**config.mk**
```make
export PLATFORM = sky130hd
export DESIGN_NAME = port_uart_with_fifos
export DESIGN_NICKNAME = d
export VERILOG_FILES = /design/src/hw/rtl/puart_pkg.sv /design/src/hw/rtl/puart_ram.sv /design/src/hw/rtl/puart_fifo.sv /design/src/hw/rtl/port_uart_with_fifos.sv
export SDC_FILE = /design/constraint.sdc
export NUM_CORES = 1
export LEC_CHECK = 0
export ABC_AREA = 0
export BUFFER_PORTS_ARGS = -buffer_cell sky130_fd_sc_hd__buf_2
export CORE_MARGIN = 5
export CORE_UTILIZATION = 45
export CTS_BUF_LIST = sky130_fd_sc_hd__clkbuf_2
export CTS_CLUSTER_DIAMETER = 100
export CTS_CLUSTER_SIZE = 24
export DETAILED_ROUTE_END_ITERATION = 12
export PLACE_DENSITY_LB_ADDON = 0.08
export SYNTH_ARGS = -nofsm -noshare
export SYNTH_HDL_FRONTEND = slang
export SYNTH_SLANG_ARGS = --single-unit
```
**constraint.sdc**
```tcl
create_clock -name clock -period 3.8 [get_ports clock]
set_clock_uncertainty 0.2 [all_clocks]
set_input_delay 0.19 -clock clock [delete_from_list [all_inputs] [get_ports clock]]
set_output_delay 0.19 -clock clock [all_outputs]
set_load 0.03 [all_outputs]
```
**src/hw/rtl/puart_pkg.sv**
```systemverilog
// Shared types and constants for the UART port block with receive and transmit FIFOs.
// No dependencies; imported by puart_fifo, port_uart_with_fifos and the testbench.
package puart_pkg;

   typedef enum logic [1:0] {
      CMD_CPU_READ  = 2'd0,
      CMD_CPU_WRITE = 2'd1,
      CMD_HOST_RX   = 2'd2,
      CMD_HOST_PULL = 2'd3
   } command_type;

   localparam logic [15:0] PORT_STATUS = 16'h0040;
   localparam logic [15:0] PORT_DATA   = 16'h0041;

   localparam logic [7:0] STATUS_RX_EMPTY = 8'h01;
   localparam logic [7:0] STATUS_RX_FULL  = 8'h02;
   localparam logic [7:0] STATUS_TX_EMPTY = 8'h04;
   localparam logic [7:0] STATUS_TX_FULL  = 8'h08;
   localparam logic [7:0] READ_UNDECODED  = 8'hFF;
   localparam logic [7:0] NEWLINE_BYTE    = 8'h0A;

   typedef struct packed {
      logic empty;
      logic full;
      logic empty_in;
      logic full_in;
   } fifo_status_type;

endpackage

```
**src/hw/rtl/puart_ram.sv**
```systemverilog
// Generic single-port-write, single-port-read RAM with registered read data.
// No dependencies.
module puart_ram #(
   parameter int WIDTH = 8,
   parameter int DEPTH = 16
) (
   input  logic                     clock,
   input  logic                     wr_en,
   input  logic [$clog2(DEPTH)-1:0] wr_addr,
   input  logic [WIDTH-1:0]         wr_data,
   input  logic [$clog2(DEPTH)-1:0] rd_addr,
   output logic [WIDTH-1:0]         rd_data
);

   logic [WIDTH-1:0] mem_ff [DEPTH];
   logic [WIDTH-1:0] rd_data_ff;

   always_ff @(posedge clock) begin
      if (wr_en) begin
         mem_ff[wr_addr] <= wr_data;
      end
      rd_data_ff <= mem_ff[rd_addr];
   end

   assign rd_data = rd_data_ff;

endmodule

```
**src/hw/rtl/puart_fifo.sv**
```systemverilog
// Byte FIFO: head, tail and count registers over a puart_ram, with the head entry
// always presented. Depends on puart_pkg and puart_ram.
module puart_fifo
   import puart_pkg::*;
#(
   parameter int DEPTH = 16
) (
   input  logic            clock,
   input  logic            reset,
   input  logic            push,
   input  logic [7:0]      push_data,
   input  logic            pop,
   output logic [7:0]      head_data,
   output fifo_status_type status
);

   localparam int PtrWidth   = $clog2(DEPTH);
   localparam int CountWidth = $clog2(DEPTH + 1);

   logic [PtrWidth-1:0]   head_ff, head_in;
   logic [PtrWidth-1:0]   tail_ff, tail_in;
   logic [CountWidth-1:0] count_ff, count_in;
   logic                  bypass_ff, bypass_in;
   logic [7:0]            bypass_data_ff;
   logic [7:0]            ram_rd_data;

   function automatic logic [PtrWidth-1:0] ptr_next(input logic [PtrWidth-1:0] ptr);
      logic [PtrWidth-1:0] result;
      if (ptr == PtrWidth'(DEPTH - 1)) begin
         result = '0;
      end else begin
         result = ptr + 1'b1;
      end
      return result;
   endfunction

   always_comb begin
      head_in  = pop ? ptr_next(head_ff) : head_ff;
      tail_in  = push ? ptr_next(tail_ff) : tail_ff;
      count_in = count_ff;
      if (push && !pop) begin
         count_in = count_ff + 1'b1;
      end else if (pop && !push) begin
         count_in = count_ff - 1'b1;
      end
      bypass_in = push && (tail_ff == head_in);
   end

   always_ff @(posedge clock) begin
      if (reset) begin
         head_ff   <= '0;
         tail_ff   <= '0;
         count_ff  <= '0;
         bypass_ff <= 1'b0;
      end else begin
         head_ff   <= head_in;
         tail_ff   <= tail_in;
         count_ff  <= count_in;
         bypass_ff <= bypass_in;
      end
      bypass_data_ff <= push_data;
   end

   puart_ram #(
      .WIDTH (8),
      .DEPTH (DEPTH)
   ) u_ram (
      .clock   (clock),
      .wr_en   (push),
      .wr_addr (tail_ff),
      .wr_data (push_data),
      .rd_addr (head_in),
      .rd_data (ram_rd_data)
   );

   assign head_data       = bypass_ff ? bypass_data_ff : ram_rd_data;
   assign status.empty    = (count_ff == '0);
   assign status.full     = (count_ff == CountWidth'(DEPTH));
   assign status.empty_in = (count_in == '0);
   assign status.full_in  = (count_in == CountWidth'(DEPTH));

endmodule

```
**src/hw/rtl/port_uart_with_fifos.sv**
```systemverilog
// UART behind two CPU I/O ports (status at 0x40, data at 0x41) with receive and transmit
// FIFOs of FIFO_DEPTH bytes. Every item (CPU read, CPU write, host byte, host pull) gives
// exactly one result. An item passes an input register, then decode and FIFO access, then
// the result register; one item per cycle is sustained while results are taken.
// Host bytes are dropped until the first newline, which is dropped as well.
// Depends on puart_pkg and puart_fifo.
module port_uart_with_fifos
   import puart_pkg::*;
#(
   parameter int FIFO_DEPTH = 16
) (
   input  logic        clock,
   input  logic        reset,
   input  logic        req_valid,
   output logic        req_ready,
   input  logic [1:0]  req_command,
   input  logic [15:0] req_port_address,
   input  logic        req_is_io_space,
   input  logic [7:0]  req_write_byte,
   input  logic [7:0]  req_host_byte,
   output logic        rsp_valid,
   input  logic        rsp_ready,
   output logic        rsp_decoded_hit,
   output logic [7:0]  rsp_read_byte,
   output logic        rsp_write_accepted,
   output logic        rsp_host_byte_taken,
   output logic        rsp_tx_valid,
   output logic [7:0]  rsp_tx_byte,
   output logic        rsp_rx_has_room,
   output logic        rsp_tx_pending
);

   logic        s1_valid_ff, s1_valid_in;
   logic [1:0]  s1_command_ff;
   logic [15:0] s1_address_ff;
   logic        s1_io_ff;
   logic [7:0]  s1_write_byte_ff;
   logic [7:0]  s1_host_byte_ff;
   logic        s1_advance, fire, req_take;

   logic        await_ff, await_in;

   logic        rsp_valid_ff, rsp_valid_in;
   logic        hit_ff, hit_in;
   logic [7:0]  read_byte_ff, read_byte_in;
   logic        waccept_ff, waccept_in;
   logic        htaken_ff, htaken_in;
   logic        txv_ff, txv_in;
   logic [7:0]  txb_ff, txb_in;
   logic        rx_room_ff, rx_room_in;
   logic        tx_pending_ff, tx_pending_in;

   logic        decoded;
   logic        rx_push, rx_pop, tx_push, tx_pop;
   logic [7:0]  rx_head_data, tx_head_data;
   logic [7:0]  status_byte;
   fifo_status_type rx_status, tx_status;

   assign s1_advance = !rsp_valid_ff || rsp_ready;
   assign fire       = s1_valid_ff && s1_advance;
   assign req_ready  = !s1_valid_ff || s1_advance;
   assign req_take   = req_valid && req_ready;

   always_comb begin
      decoded = s1_io_ff && ((s1_address_ff == PORT_STATUS) || (s1_address_ff == PORT_DATA));

      status_byte = '0;
      if (rx_status.empty) begin
         status_byte = status_byte | STATUS_RX_EMPTY;
      end else if (rx_status.full) begin
         status_byte = status_byte | STATUS_RX_FULL;
      end
      if (tx_status.empty) begin
         status_byte = status_byte | STATUS_TX_EMPTY;
      end else if (tx_status.full) begin
         status_byte = status_byte | STATUS_TX_FULL;
      end

      hit_in       = 1'b0;
      read_byte_in = '0;
      waccept_in   = 1'b0;
      htaken_in    = 1'b0;
      txv_in       = 1'b0;
      txb_in       = '0;
      rx_push      = 1'b0;
      rx_pop       = 1'b0;
      tx_push      = 1'b0;
      tx_pop       = 1'b0;
      await_in     = await_ff;

      case (command_type'(s1_command_ff))
         CMD_CPU_READ: begin
            hit_in = decoded;
            if (!decoded) begin
               read_byte_in = READ_UNDECODED;
            end else if (s1_address_ff == PORT_STATUS) begin
               read_byte_in = status_byte;
            end else if (!rx_status.empty) begin
               read_byte_in = rx_head_data;
               rx_pop       = fire;
            end
         end
         CMD_CPU_WRITE: begin
            hit_in = decoded;
            if (decoded && (s1_address_ff == PORT_DATA) && !tx_status.full) begin
               waccept_in = 1'b1;
               tx_push    = fire;
            end
         end
         CMD_HOST_RX: begin
            if (!rx_status.full) begin
               htaken_in = 1'b1;
               if (await_ff) begin
                  if (s1_host_byte_ff == NEWLINE_BYTE) begin
                     await_in = 1'b0;
                  end
               end else begin
                  rx_push = fire;
               end
            end
         end
         CMD_HOST_PULL: begin
            if (!tx_status.empty) begin
               txv_in = 1'b1;
               txb_in = tx_head_data;
               tx_pop = fire;
            end
         end
         default: begin
            hit_in = 1'b0;
         end
      endcase

      rx_room_in    = !rx_status.full_in;
      tx_pending_in = !tx_status.empty_in;
   end

   always_comb begin
      s1_valid_in = s1_valid_ff;
      if (req_take) begin
         s1_valid_in = 1'b1;
      end else if (fire) begin
         s1_valid_in = 1'b0;
      end
      rsp_valid_in = rsp_valid_ff;
      if (fire) begin
         rsp_valid_in = 1'b1;
      end else if (rsp_ready) begin
         rsp_valid_in = 1'b0;
      end
   end

   always_ff @(posedge clock) begin
      if (reset) begin
         s1_valid_ff  <= 1'b0;
         rsp_valid_ff <= 1'b0;
         await_ff     <= 1'b1;
      end else begin
         s1_valid_ff  <= s1_valid_in;
         rsp_valid_ff <= rsp_valid_in;
         if (fire) begin
            await_ff <= await_in;
         end
      end
      if (req_take) begin
         s1_command_ff    <= req_command;
         s1_address_ff    <= req_port_address;
         s1_io_ff         <= req_is_io_space;
         s1_write_byte_ff <= req_write_byte;
         s1_host_byte_ff  <= req_host_byte;
      end
      if (fire) begin
         hit_ff        <= hit_in;
         read_byte_ff  <= read_byte_in;
         waccept_ff    <= waccept_in;
         htaken_ff     <= htaken_in;
         txv_ff        <= txv_in;
         txb_ff        <= txb_in;
         rx_room_ff    <= rx_room_in;
         tx_pending_ff <= tx_pending_in;
      end
   end

   puart_fifo #(
      .DEPTH (FIFO_DEPTH)
   ) u_rx_fifo (
      .clock     (clock),
      .reset     (reset),
      .push      (rx_push),
      .push_data (s1_host_byte_ff),
      .pop       (rx_pop),
      .head_data (rx_head_data),
      .status    (rx_status)
   );

   puart_fifo #(
      .DEPTH (FIFO_DEPTH)
   ) u_tx_fifo (
      .clock     (clock),
      .reset     (reset),
      .push      (tx_push),
      .push_data (s1_write_byte_ff),
      .pop       (tx_pop),
      .head_data (tx_head_data),
      .status    (tx_status)
   );

   assign rsp_valid           = rsp_valid_ff;
   assign rsp_decoded_hit     = hit_ff;
   assign rsp_read_byte       = read_byte_ff;
   assign rsp_write_accepted  = waccept_ff;
   assign rsp_host_byte_taken = htaken_ff;
   assign rsp_tx_valid        = txv_ff;
   assign rsp_tx_byte         = txb_ff;
   assign rsp_rx_has_room     = rx_room_ff;
   assign rsp_tx_pending      = tx_pending_ff;

endmodule

```
* After elaboration in Yosys (flattened, before gate mapping)
Memories as Yosys holds them, arrays and structs flattened. A register that Yosys moved wholly into a read port is not among the register bits. Index checks and enable logic that the tools add are counted.
Storage, ports and cells: logic and storage cells 128, register bits after elaboration 104, output and inout bits 24, bits of input ports 39, memories kept 2, bits in writable memories 256
Operators by class: mux-type cells 43, equal/unequal tests 15, bitwise operators 2, add/sub/neg operators 8, reductions and logical operators 32
Memories:
- u_rx_fifo.u_ram.mem_ff | words 16, bits a word 8, read ports 1, clocked after Yosys merged registers in 1, wr ports 1, line puart_ram.sv:15 | logic [WIDTH-1:0] mem_ff [DEPTH];
- u_tx_fifo.u_ram.mem_ff | words 16, bits a word 8, read ports 1, clocked after Yosys merged registers in 1, wr ports 1, line puart_ram.sv:15
Operators by type and width (count):
- 8-bit 2-to-1 mux | 5
- 16-bit by 7-bit == test with 1-bit output (second input constant) | 2
- 4-bit 2-to-1 mux | 8
- 1-bit 2-to-1 mux | 24
- 5-bit 2-to-1 mux | 4
- 4-bit by 1-bit adder with 4-bit output (second input constant) | 4
- 4-bit == test (second input constant) | 4
- 5-bit == test (second input constant) | 3
- 5-bit zero test | 3
- 1-bit logical AND | 11
- 5-bit by 1-bit adder with 5-bit output (second input constant) | 2
- 5-bit by 1-bit subtractor with 5-bit output (second input constant) | 2
- 1-bit zero test | 9
- 4-bit == test | 2
- 8-bit by 4-bit == test with 1-bit output (second input constant) | 1
- 2-bit == test (second input constant) | 2
- 2-bit 2-to-1 mux | 2
- 2-bit nonzero test | 2
- 2-bit OR reduction | 2
- 1-bit logical OR | 3
- 3-bit AND reduction | 1
- 2-bit by 1-bit == test with 1-bit output (second input constant) | 1
- 2-bit zero test | 1
- 1-bit NOT | 2

* Depth between registers and ports, before layout
word-level depth 13, gate-level depth with buffers 13, gate-level depth less buffers 9

* Modules after synthesis
From an unflattened synthesis, not the netlist that was laid out.
Unflattened totals: cell total of the unflattened synthesis 810, area total of the unflattened synthesis 14644.0 um2
Modules (own cells, without submodules):
- puart_ram | cells an instance 229, sequential area each 4003.8 um2, instances 2, area an instance 5147.4 um2
- port_uart_with_fifos | cells an instance 124, sequential area each 1771.7 um2, instances 1, area an instance 2214.6 um2
- puart_fifo | cells an instance 114, sequential area each 440.4 um2, instances 2, area an instance 1067.3 um2

* Worst setup path before layout
OpenSTA, ideal clock, no wires.
kind flip-flop to flip-flop, start register u_rx_fifo.count_ff[0], end memory u_rx_fifo.u_ram.mem_ff[0][0] (enable), cell stages (with the launch flop) 9, clock period less this slack 3171 ps, arrival 2588 ps, setup time 383 ps, buffers on the path 1, slack 629 ps, required time 3217 ps, cell sequence dfxtp_1 -> inv_1 -> ha_1 -> nor3b_1 -> a21oi_1 -> nor3b_1 -> clkbuf_1 -> nand2_1 -> nor3_1
Between the ends: cells in the longest elaborated chain, start to end 5
Ends and longest elaborated chain:
- start: declaration | line puart_fifo.sv:22 | logic [CountWidth-1:0] count_ff, count_in;
- start signal: assignment | line puart_fifo.sv:58 | count_ff <= count_in;
- 5-bit == test | line puart_fifo.sv:78 | assign status.full = (count_ff == CountWidth'(DEPTH));
- 1-bit 2-to-1 mux | line port_uart_with_fifos.sv:111 | if (!rx_status.full) begin
- 1-bit 2-to-1 mux | line port_uart_with_fifos.sv:91 | case (command_type'(s1_command_ff))
- 1-bit 2-to-1 mux | line puart_ram.sv:19 | if (wr_en) begin
- 1-bit 2-to-1 mux (implied by the code) | line puart_ram.sv:20 | mem_ff[wr_addr] <= wr_data;
- end: declaration | line puart_ram.sv:15
No other way between the ends.

* Final worst setup path
start register u_tx_fifo.count_ff[0], end register u_tx_fifo.u_ram.rd_data_ff[1], in the netlist u_tx_fifo.u_ram.rd_data[1] (read register of u_tx_fifo.u_ram.mem_ff)
Between the ends: cells in the longest elaborated chain, start to end 4
Ends and longest elaborated chain:
- start: declaration | line puart_fifo.sv:22
- start signal: assignment | line puart_fifo.sv:58
- 5-bit zero test | line puart_fifo.sv:77 | assign status.empty = (count_ff == '0);
- 1-bit 2-to-1 mux | line port_uart_with_fifos.sv:123 | if (!tx_status.empty) begin
- 1-bit 2-to-1 mux | line port_uart_with_fifos.sv:91
- 4-bit 2-to-1 mux | line puart_fifo.sv:38 | head_in = pop ? ptr_next(head_ff) : head_ff;
- end: declaration | line puart_ram.sv:16 | logic [WIDTH-1:0] rd_data_ff;
No other way between the ends. A chain may end at the register's enable or synchronous reset.

==> reports/metrics.yaml <==
floorplan:
  fp.dieH_um: 193
  num_io_pins: 63
  core-area_um2: 33300
  die_area_um2: 37200
  fp-row-count: 67
  fp.dieW_um: 193
  floorplan.initialDensity_pct: 45.3
detailed_routing:
  wl_mm: 36.9
  first_pass_iters: 5
  drt_iter0_drc: 897
  drc_errors: 0
  wl_per_cell_um: 21.8
  ant_nets: 0
  via_per_inst: 5.52
  route.vias.total: 9360
pwr:
  power.leakage_nw: 5.94
  p_per_area_nw_per_um2: 369
  ir_worst_vdd_uv: 264
  totalPowerFinal_mw: 6.27
grt:
  antenna_found_initial: 3
  grt_usage_pct: 19.7
  grt_first_pass_wirelength_mm: 55.8
  grt_max_degree: 51
  grt-ovfl-total: 0
  grt_pass1_vias: 9005
synthesis:
  synth_edf_count: 313
  netlist_area_um2: 15100
  syn-instance-count: 1101
  synthesis.nets: 1156
  synthArstFlopShare_pct: 0
  ys.flop_type: "edfxtp_1"
  ys_seq_area_share_pct: 70.8
  syn_avg_cell_area_um2: 13.7
  yosysWarnings: 0
  ys_types: 60
  ys_ff_latch: 376
placement:
  dpl.hpwl_mm: 23.4
  preCtsSetupSlack_ns: 0.397
  place_area_um2: 16000
  numPlacedInstances: 1581
  io_buffers: 62
  place_congestion: 0.830
critical_path:
  crit_path_end_kind: "flop"
  crit_arrival_ns: 4.17
  r2r_cells: 9
  setup.worst_path.start_class: "flop"
  crit_fanout: 45
  cp.required_ns: 4.50
  critPathKind: "flop to flop"
cts:
  cts_sinks: 376
  numCtsBuffers: 19
  cts_tree: "built"
  clock_path_buffers: 3
  htree_levels: 1
  clkTransAtPathRegs_ns: 0.45
  post_cts_buffers: 0
  cts_root_buffer: "clkbuf_2"
  clk_latency_ns: 0.98
sta:
  tns_ns: 0
  slew_viol_final: 0
  period_needed_ns: 3.48
  fin_crit_sh_pct: 91.5
  slew_headroom_pct: 39.1
  final_hold_viol_count: 0
  worst_slew_pin_slew_ns: 0.914
  rsz0062_at_grt: "no"
  layout_setup_ws_ns: 0.324
  setup_viol: 0
  fmax_mhz: 288
hold_path:
  hold_class: "primary input to flop"
  hold_depth: 3
cells_and_area:
  fillCellCount: 2886
  final_nets: 1289
  regArea_um2: 10700
  final_cell_mix: "edfxtp_1 (313), nand2_1 (139), dlygate4sd3_1 (80)"
  drive_gt1_share_pct: 13.0
  multi_input_area_um2: 4070
  final_area_um2: 17000
  syn2layout_area_growth_pct: 12.8
  final_common_cell: "edfxtp_1"
  final_cells: 1697
outcome:
  outcome: "finished, final reports clean"
flow_run:
  maxCapViolCount: 0
critical path, cell delays in order (launching register included):
cell and delay [ns]:
dfxtp_1 0.46, inv_1 0.12, ha_1 0.15, or3b_1 0.42
o2111a_1 0.35, mux2_4 0.65, mux2i_1 0.29, mux2i_1 0.14
o2111ai_1 0.34, o221ai_1 0.19
synth_stat cells (all sizes together) (8+ instances only):
cell | n | area (µm²)
edfxtp | 313 | 9400
buf | 28 | 164
xnor2 | 12 | 105
mux2 | 16 | 184
a31oi | 22 | 138
nand3 | 51 | 255
nand2 | 139 | 522
o2111ai | 9 | 78.8
o311ai | 8 | 70.1
ha | 16 | 200
dfxtp | 63 | 1260
inv | 15 | 56.3
o21ai | 41 | 205
nor2 | 53 | 215
clkbuf | 38 | 144
and2 | 15 | 93.8
a211o | 24 | 210
and3 | 29 | 181
o211ai | 10 | 75.1
nor3 | 15 | 75.1
a21o | 17 | 128
mux2i | 38 | 393
o221ai | 8 | 70.1
a21oi | 37 | 185
a22oi | 10 | 75.1
nand4 | 10 | 62.6
flip-flops by register name, summed over array words and instances (netlist names), 2 cells and up:
name / flops
s1_host_byte_ff: 8
u_rx_fifo.tail_ff: 4
s1_address_ff: 16
u_tx_fifo.bypass_data_ff: 8
u_tx_fifo.count_ff: 5
s1_command_ff: 2
u_rx_fifo.bypass_data_ff: 8
u_rx_fifo.u_ram.rd_data: 8
u_tx_fifo.head_ff: 4
u_rx_fifo.u_ram.mem_ff: 128
rsp_tx_byte: 8
u_tx_fifo.u_ram.rd_data: 8
u_tx_fifo.tail_ff: 4
u_rx_fifo.count_ff: 5
rsp_read_byte: 8
s1_write_byte_ff: 8
u_rx_fifo.head_ff: 4
u_tx_fifo.u_ram.mem_ff: 128
cell type report:
cell class | instances | area share [%]
Antenna cell | 2 | 0.0295
Clock buffer | 30 | 0.884
Clock inverter | 4 | 0.331
Inverter | 15 | 0.331
Multi-Input combinational cell | 644 | 24.0
Sequential cell | 376 | 62.7
Tap cell | 448 | 3.30
Timing Repair Buffer | 178 | 8.42
power breakdown:
group / internal [mW] / switching, mW / total, mW
clock network: 0.308 / 1.18 / 1.49
registers: 4.52 / 0.0700 / 4.59
logic: 0.0940 / 0.100 / 0.194
timing repair:
action                     CTS  global route
gates resized for setup      0             0
hold endpoints to repair   101             0
hold buffers                80             0
setup endpoints to repair    0             0
metal layers:
layer  up-vias  GRT usage [%]  wire (µm)
li1       4392              -          -
met3        38           3.96       3040
met1      4585           32.6      18300
met2       343           27.5      15100
met4         2           2.86        419
met5         -              0         13
per-stage QoR:
| stage | hold WS [ns] | util (%) |
|---|---|---|
| after CTS | 0.134 | 51.0 |
| after global routing | 0.114 | 51.1 |
| after detailed placement | 0.168 | 48.0 |
| after global placement | 0.166 | 48.0 |
| after floorplan | 0.0889 | - |
| final | 0.244 | 51.1 |
cell families after synthesis:
family / after synthesis / synth area share, %
XOR/XNOR: 19 / 1.10
flip-flops: 376 / 70.8
AO/OA/AOI/OAI: 201 / 9.10
adder cells (fa/ha/maj): 16 / 1.33
multiplexers: 54 / 3.83
buffers and inverters: 81 / 2.42
AND/OR/NAND/NOR: 354 / 11.4
final timing paths:
check,start,endpoint,slack [ns]
max,u_tx_fifo.count_ff[0],u_tx_fifo.u_ram.rd_data[1],0.32
min,req_port_address[1],s1_address_ff[1],0.24
max reg2reg,u_tx_fifo.count_ff[0],u_tx_fifo.u_ram.rd_data[1],0.32
min reg2reg,await_ff,await_ff,0.32
Note: power is estimated with default switching activity, not from simulation.
